--- config.mk ---
export PLATFORM = sky130hd
export DESIGN_NAME = seven_segment_scan_driver_top
export DESIGN_NICKNAME = d
export VERILOG_FILES = /design/src/hdl/ssd_pkg.sv /design/src/hdl/ssd_ctrl.sv /design/src/hdl/ssd_dp.sv /design/src/hdl/seven_segment_scan_driver_top.sv
export SDC_FILE = /design/constraint.sdc
export NUM_CORES = 1
export LEC_CHECK = 0
export BUFFER_PORTS_ARGS = -buffer_cell sky130_fd_sc_hd__buf_2
export CAP_MARGIN = 0
export CORE_MARGIN = 10
export CORE_UTILIZATION = 56
export DETAILED_ROUTE_END_ITERATION = 16
export GPL_ROUTABILITY_DRIVEN = 0
export PLACE_DENSITY = 0.74
export SLEW_MARGIN = 20
export SYNTH_ARGS = -nofsm -noshare
export SYNTH_HDL_FRONTEND = slang
export SYNTH_SLANG_ARGS = --single-unit
--- constraint.sdc ---
create_clock -name clk -period 8.3 [get_ports clk]
set_clock_uncertainty 0.2 [all_clocks]
set_input_delay 2.075 -clock clk [delete_from_list [all_inputs] [get_ports clk]]
set_output_delay 2.075 -clock clk [all_outputs]
set_load 0.005 [all_outputs]
--- src/hdl/ssd_pkg.sv ---
package ssd_pkg;

  localparam int DIGIT_COUNT = 4;
  localparam int CNT_W = (DIGIT_COUNT > 1) ? $clog2(DIGIT_COUNT) : 1;

  localparam logic [1:0] REQ_NUM  = 2'd0;
  localparam logic [1:0] REQ_RAW  = 2'd1;
  localparam logic [1:0] REQ_SCAN = 2'd2;

  localparam logic [7:0] SEG_DASH  = 8'h40;
  localparam logic [7:0] SEG_POINT = 8'h80;

  localparam logic [15:0] RECIP10 = 16'hCCCD;
  localparam int RECIP10_SHIFT = 19;

  typedef struct packed {
    logic start_num;
    logic step_num;
    logic write_raw;
    logic start_scan;
    logic load_out;
  } cmd_t;

  typedef struct packed {
    logic cnt_last;
    logic out_free;
  } sts_t;

  function automatic logic [7:0] glyph(input logic [3:0] d);
    logic [7:0] g;
    case (d)
      4'h0: g = 8'h3F;
      4'h1: g = 8'h06;
      4'h2: g = 8'h5B;
      4'h3: g = 8'h4F;
      4'h4: g = 8'h66;
      4'h5: g = 8'h6D;
      4'h6: g = 8'h7D;
      4'h7: g = 8'h07;
      4'h8: g = 8'h7F;
      4'h9: g = 8'h6F;
      4'hA: g = 8'h77;
      4'hB: g = 8'h7C;
      4'hC: g = 8'h39;
      4'hD: g = 8'h5E;
      4'hE: g = 8'h79;
      4'hF: g = 8'h71;
      default: g = 8'h00;
    endcase
    return g;
  endfunction

endpackage

--- src/hdl/ssd_ctrl.sv ---
module ssd_ctrl import ssd_pkg::*; (
  input  logic       clk,
  input  logic       rst,
  input  logic       in_valid,
  output logic       in_stall,
  input  logic [1:0] req_type,
  input  sts_t       sts,
  output cmd_t       cmd
);

  localparam logic [1:0] S_IDLE = 2'd0;
  localparam logic [1:0] S_NUM  = 2'd1;
  localparam logic [1:0] S_SCAN = 2'd2;

  logic [1:0] state;
  logic [1:0] state_next;

  always_comb begin
    state_next = state;
    cmd = '0;
    in_stall = 1'b1;
    case (state)
      S_IDLE: begin
        in_stall = 1'b0;
        if (in_valid) begin
          case (req_type)
            REQ_NUM: begin
              cmd.start_num = 1'b1;
              state_next = S_NUM;
            end
            REQ_RAW: cmd.write_raw = 1'b1;
            REQ_SCAN: begin
              cmd.start_scan = 1'b1;
              state_next = S_SCAN;
            end
            default: ;
          endcase
        end
      end
      S_NUM: begin
        cmd.step_num = 1'b1;
        if (sts.cnt_last) state_next = S_IDLE;
      end
      S_SCAN: begin
        if (sts.out_free) begin
          cmd.load_out = 1'b1;
          if (sts.cnt_last) state_next = S_IDLE;
        end
      end
      default: state_next = S_IDLE;
    endcase
  end

  always_ff @(posedge clk) begin
    if (rst) state <= S_IDLE;
    else state <= state_next;
  end

endmodule

--- src/hdl/ssd_dp.sv ---
module ssd_dp import ssd_pkg::*; (
  input  logic       clk,
  input  logic       rst,
  input  cmd_t       cmd,
  output sts_t       sts,
  input  logic [15:0] value,
  input  logic       hex_mode,
  input  logic [2:0] point_position,
  input  logic [1:0] digit_index,
  input  logic [7:0] raw_segments,
  output logic       out_valid,
  input  logic       out_stall,
  output logic [7:0] segment_drive,
  output logic [3:0] digit_select,
  output logic [1:0] scan_digit,
  output logic       last_digit
);

  logic [7:0]       patterns [DIGIT_COUNT];
  logic [15:0]      work;
  logic             hex;
  logic [2:0]       point;
  logic [CNT_W-1:0] cnt;

  logic [31:0] prod;
  logic [15:0] quot;
  logic [15:0] quot10;
  logic [3:0]  rem;
  logic [3:0]  digit;
  logic [7:0]  num_pat;
  logic [31:0] cnt_ext;
  logic [3:0]  sel;

  // divide by ten through reciprocal, exact for 16-bit values
  assign prod    = {16'b0, work} * {16'b0, RECIP10};
  assign quot    = 16'(prod >> RECIP10_SHIFT);
  assign quot10  = (quot << 3) + (quot << 1);
  assign rem     = 4'(work - quot10);
  assign digit   = hex ? work[3:0] : rem;
  assign num_pat = glyph(digit) | ((32'(point) == 32'(cnt)) ? SEG_POINT : 8'h00);

  assign cnt_ext = 32'(cnt);
  assign sel     = (cnt_ext < 32'd4) ? ~(4'b0001 << cnt_ext[1:0]) : 4'hF;

  assign sts.cnt_last = (cnt_ext == 32'(DIGIT_COUNT - 1));
  assign sts.out_free = !out_valid || !out_stall;

  always_ff @(posedge clk) begin
    if (cmd.start_num) begin
      work  <= value;
      hex   <= hex_mode;
      point <= point_position;
    end else if (cmd.step_num) begin
      work <= hex ? (work >> 4) : quot;
    end
  end

  always_ff @(posedge clk) begin
    if (rst) begin
      cnt <= '0;
    end else if (cmd.start_num || cmd.start_scan) begin
      cnt <= '0;
    end else if ((cmd.step_num || cmd.load_out) && !sts.cnt_last) begin
      cnt <= cnt + 1'b1;
    end
  end

  always_ff @(posedge clk) begin
    if (rst) begin
      for (int i = 0; i < DIGIT_COUNT; i++) patterns[i] <= SEG_DASH;
    end else begin
      for (int i = 0; i < DIGIT_COUNT; i++) begin
        if (cmd.write_raw && (32'(digit_index) == 32'(i))) patterns[i] <= raw_segments;
        if (cmd.step_num && (cnt_ext == 32'(i))) patterns[i] <= num_pat;
      end
    end
  end

  always_ff @(posedge clk) begin
    if (rst) begin
      out_valid <= 1'b0;
    end else if (cmd.load_out) begin
      out_valid <= 1'b1;
    end else if (!out_stall) begin
      out_valid <= 1'b0;
    end
  end

  always_ff @(posedge clk) begin
    if (cmd.load_out) begin
      segment_drive <= patterns[cnt];
      digit_select  <= sel;
      scan_digit    <= cnt_ext[1:0];
      last_digit    <= sts.cnt_last;
    end
  end

endmodule

--- src/hdl/seven_segment_scan_driver_top.sv ---
// number load: accepted, then converted one digit at a time for all 4 digits before the next item
// raw load: written while idle, so the next item is not held back
// scan: 4 results, one per cycle while the output is not stalled, chosen by the digit counter
// next item is taken once the last scan result sits in the output register
// reset: all digit patterns show a dash, output register empty
module seven_segment_scan_driver_top import ssd_pkg::*; (
  input  logic        clk,
  input  logic        rst,
  input  logic        in_valid,
  output logic        in_stall,
  input  logic [1:0]  req_type,
  input  logic [15:0] value,
  input  logic        hex_mode,
  input  logic [2:0]  point_position,
  input  logic [1:0]  digit_index,
  input  logic [7:0]  raw_segments,
  output logic        out_valid,
  input  logic        out_stall,
  output logic [7:0]  segment_drive,
  output logic [3:0]  digit_select,
  output logic [1:0]  scan_digit,
  output logic        last_digit
);

  cmd_t cmd;
  sts_t sts;

  ssd_ctrl u_ctrl (
    .clk      (clk),
    .rst      (rst),
    .in_valid (in_valid),
    .in_stall (in_stall),
    .req_type (req_type),
    .sts      (sts),
    .cmd      (cmd)
  );

  ssd_dp u_dp (
    .clk            (clk),
    .rst            (rst),
    .cmd            (cmd),
    .sts            (sts),
    .value          (value),
    .hex_mode       (hex_mode),
    .point_position (point_position),
    .digit_index    (digit_index),
    .raw_segments   (raw_segments),
    .out_valid      (out_valid),
    .out_stall      (out_stall),
    .segment_drive  (segment_drive),
    .digit_select   (digit_select),
    .scan_digit     (scan_digit),
    .last_digit     (last_digit)
  );

`ifndef SYNTH
  a_load_fills: assert property (@(posedge clk) disable iff (rst)
    cmd.load_out |=> out_valid)
    else $error("output register not filled");

  a_scan_busy: assert property (@(posedge clk) disable iff (rst)
    (in_valid && !in_stall && req_type == REQ_SCAN) |=> in_stall)
    else $error("new item taken during scan");

  a_one_select: assert property (@(posedge clk) disable iff (rst)
    out_valid |-> $onehot0(~digit_select))
    else $error("more than one digit selected");
`endif

endmodule
==> impl_metrics.json <==
{
  "outcome": "finished clean",
  "viasPerCell": 5.61,
  "postRouteAntennaNets": 0,
  "clk_pin_slew_ns": 0.06,
  "grt_max_degree": 32,
  "holdPathEnd": "u_dp.out_valid$_SDFFE_PP0P_",
  "coreArea_um2": 14500,
  "cts_buffers": 9,
  "synth_top_area_cell": "edfxtp_1",
  "critPathLaunchType": "register",
  "crit_fanout": 6,
  "grt_usage": 0.199,
  "cts_root_buffer": "clkbuf_16",
  "wl_met2_um": 9040,
  "r2r_end": "u_dp.patterns[1][3]$_SDFFCE_PN0P_",
  "hold_depth": 2,
  "cts_hold_buffers": 0,
  "die_h_um": 142,
  "drv_cap": 0,
  "hold_violations": 0,
  "drt_wl_total_um": 19400,
  "syn_nets": 1073,
  "synth-seq-area-share": 0.254,
  "drt_iter0_markers": 562,
  "finalCriticalPeriod_ns": 8.05,
  "die-area_um2": 20100,
  "cts_num_sinks": 72,
  "max_freq_ghz": 0.124,
  "synth_edf_count": 67,
  "syn_area_um2": 8310,
  "post_drt_wl_per_cell_um": 18.1,
  "fill_cells": 1202,
  "fin_crit_sh": 0.970,
  "synth.avg_cell_area_um2": 10.3,
  "drc_errors": 0,
  "synthCells": 810,
  "first_pass_iters": 8,
  "grt_pass1_wl_um": 31800,
  "max-slew-margin-rel": 0.338,
  "tritoncts": "yes",
  "ios": 53,
  "fin_util": 0.638,
  "yosys.cell_types.count": 60,
  "setup-violations-final": 0,
  "hp-start": "u_dp.out_valid$_SDFFE_PP0P_",
  "yosys_warnings": 0,
  "die_x_um": 142,
  "grt-ovfl-total": 0,
  "yosysMostFrequentCell": "inv_1",
  "synth_common_cells": "inv_1 (188), ha_1 (147), fa_1 (80), edfxtp_1 (67), nand2_1 (43)",
  "cts_max_level": 3,
  "fin_area_um2": 9270,
  "grt_pass1_vias": 6165,
  "clk_latency_ns": 0.33,
  "ff2ff_path_depth": 25,
  "crit_path_end_kind": "register",
  "worst_slew_pin_slew_ns": 0.993,
  "finish.net_count": 1145,
  "num_vias": 6012,
  "area_delta_synth_final_pct": 11.5,
  "dp_hpwl_um": 16200,
  "place_area_um2": 8870,
  "hp-class": "reg2reg",
  "n_antenna_cell": 0,
  "wl_met1_um": 8330,
  "r2r_slack_ns": 0.25,
  "ys_ff_latch": 72,
  "antenna_found_initial": 0,
  "highest_layer": "met4",
  "ys.flop_type": "edfxtp_1",
  "num_rows": 44,
  "clk_path_buf_depth": 2,
  "synth_area_leaders": "edfxtp_1 (24%), ha_1 (22%), fa_1 (19%), inv_1 (8.5%), a21oi_1 (2.3%)",
  "drive_above_1_share": 0.126,
  "synthArstFlopShare": 0,
  "port-buffer-count": 52,
  "critPathRequiredTime_ns": 8.16,
  "synth_top_area_share": 0.242,
  "critPathKind": "reg2reg",
  "r2r_start": "u_dp.work[7]$_DFFE_PP_",
  "route.met3.wl_um": 1670,
  "worstPathArrival_ns": 7.91,
  "floorplan.initialDensity": 0.572,
  "maxSlewViolCount": 0
}
cell families (layout without fill, tap and decap cells):
| logic type | after synthesis | after routing | synth area share |
|---|---|---|---|
| compound gates | 130 | 130 | 0.0998 |
| xor+xnor | 19 | 19 | 0.0200 |
| fa+ha+maj | 227 | 227 | 0.414 |
| buf+inv | 202 | 279 | 0.0921 |
| flops | 72 | 72 | 0.254 |
| mux | 18 | 18 | 0.0343 |
| simple gates | 142 | 142 | 0.0859 |
worst max-delay path, stage by stage (launching register included):
cell and delay, ns:
edfxtp_1 0.51, ha_1 0.42, inv_1 0.07, fa_1 0.47, inv_1 0.05, fa_1 0.46
fa_1 0.52, fa_1 0.55, inv_1 0.05, fa_1 0.52, inv_1 0.04, ha_1 0.32
nand2_1 0.11, nor2_1 0.08, o41a_1 0.37, o31a_1 0.33, nor2_1 0.13, xnor2_1 0.17
ha_1 0.29, and2_1 0.16, or4_4 0.42, a2111o_1 0.46, and3_4 0.20, or3b_1 0.38
a311oi_2 0.38, o21ai_1 0.13
cell usage in the layout, fill, tap and decap left out, types with 6 or more instances in the layout:
cell       instances
clkbuf_16          9
a31oi_1            9
buf_4             23
mux4_2             8
edfxtp_1          67
fa_1              80
xnor2_1            9
nand2_1           43
and2_1             7
nor3_1             6
nand2b_1           6
ha_1             144
o21ai_0           28
buf_2             52
mux2i_1            7
nor2_1            25
xor2_1            10
and3_1             6
inv_1            188
nand3_1           21
a21o_1             6
o31ai_1           12
a21oi_1           37
through the flow:
stage          setup TNS, ns  hold slack (ns)  instances  worst slack, ns
2_1_floorplan              0            0.263        810            0.674
3_5_place_dp               0            0.322       1048            0.167
4_1_cts                    0            0.338       1064            0.122
6_report                   0            0.336       1071            0.247
3_3_place_gp               0            0.321       1048            0.328
5_1_grt               -0.143            0.384       1071          -0.0389
flip-flops by register name, indices dropped and copies added (netlist names):
register            cells
u_dp.segment_drive      8
u_dp.patterns          32
u_ctrl.state            2
u_dp.hex                1
u_dp.out_valid          1
u_dp.cnt                2
u_dp.digit_select       4
u_dp.last_digit         1
u_dp.scan_digit         2
u_dp.point              3
u_dp.work              16
worst max path at each step:
stage / start / endpoint / slack, ns / cells past startpoint
after floorplan: u_dp.work[3]$_DFFE_PP_ / u_dp.patterns[0][3]$_SDFFCE_PN0P_ / 0.67 / 25
after global placement: u_dp.work[1]$_DFFE_PP_ / u_dp.patterns[0][2]$_SDFFCE_PN0P_ / 0.33 / 24
after detailed placement: u_dp.work[3]$_DFFE_PP_ / u_dp.patterns[1][2]$_SDFFCE_PN0P_ / 0.17 / 25
after CTS: u_dp.work[3]$_DFFE_PP_ / u_dp.patterns[1][2]$_SDFFCE_PN0P_ / 0.12 / 25
after global routing: u_dp.work[2]$_DFFE_PP_ / u_dp.patterns[1][3]$_SDFFCE_PN0P_ / -0.04 / 25
final: u_dp.work[7]$_DFFE_PP_ / u_dp.patterns[1][3]$_SDFFCE_PN0P_ / 0.25 / 25
what timing repair did:
item | 4_1_cts | 5_1_grt
buffers inserted | 0 | 7
endpoints found under the setup margin | 0 | 27
gates resized for setup | 0 | 8
layout make-up:
| cell class | count | area (um2) | share of cell area |
|---|---|---|---|
| multi-input combinational | 536 | 5480 | 0.591 |
| sequential | 72 | 2110 | 0.228 |
| inverter | 188 | 706 | 0.0761 |
| timing repair buffer | 75 | 433 | 0.0467 |
| tap | 184 | 230 | 0.0248 |
| clock buffer | 9 | 225 | 0.0243 |
| clock inverter | 7 | 86.3 | 0.00931 |
routing by layer:
| metal | track usage | up-vias |
|---|---|---|
| li1 | - | 2891 |
| met1 | 0.267 | 2842 |
| met2 | 0.316 | 245 |
| met3 | 0.0554 | 34 |
| met4 | 0.0420 | 0 |
| met5 | 0 | - |
Power is not shown: default switching activity piles up to over one toggle a cycle in this logic, so the estimate is an artifact.
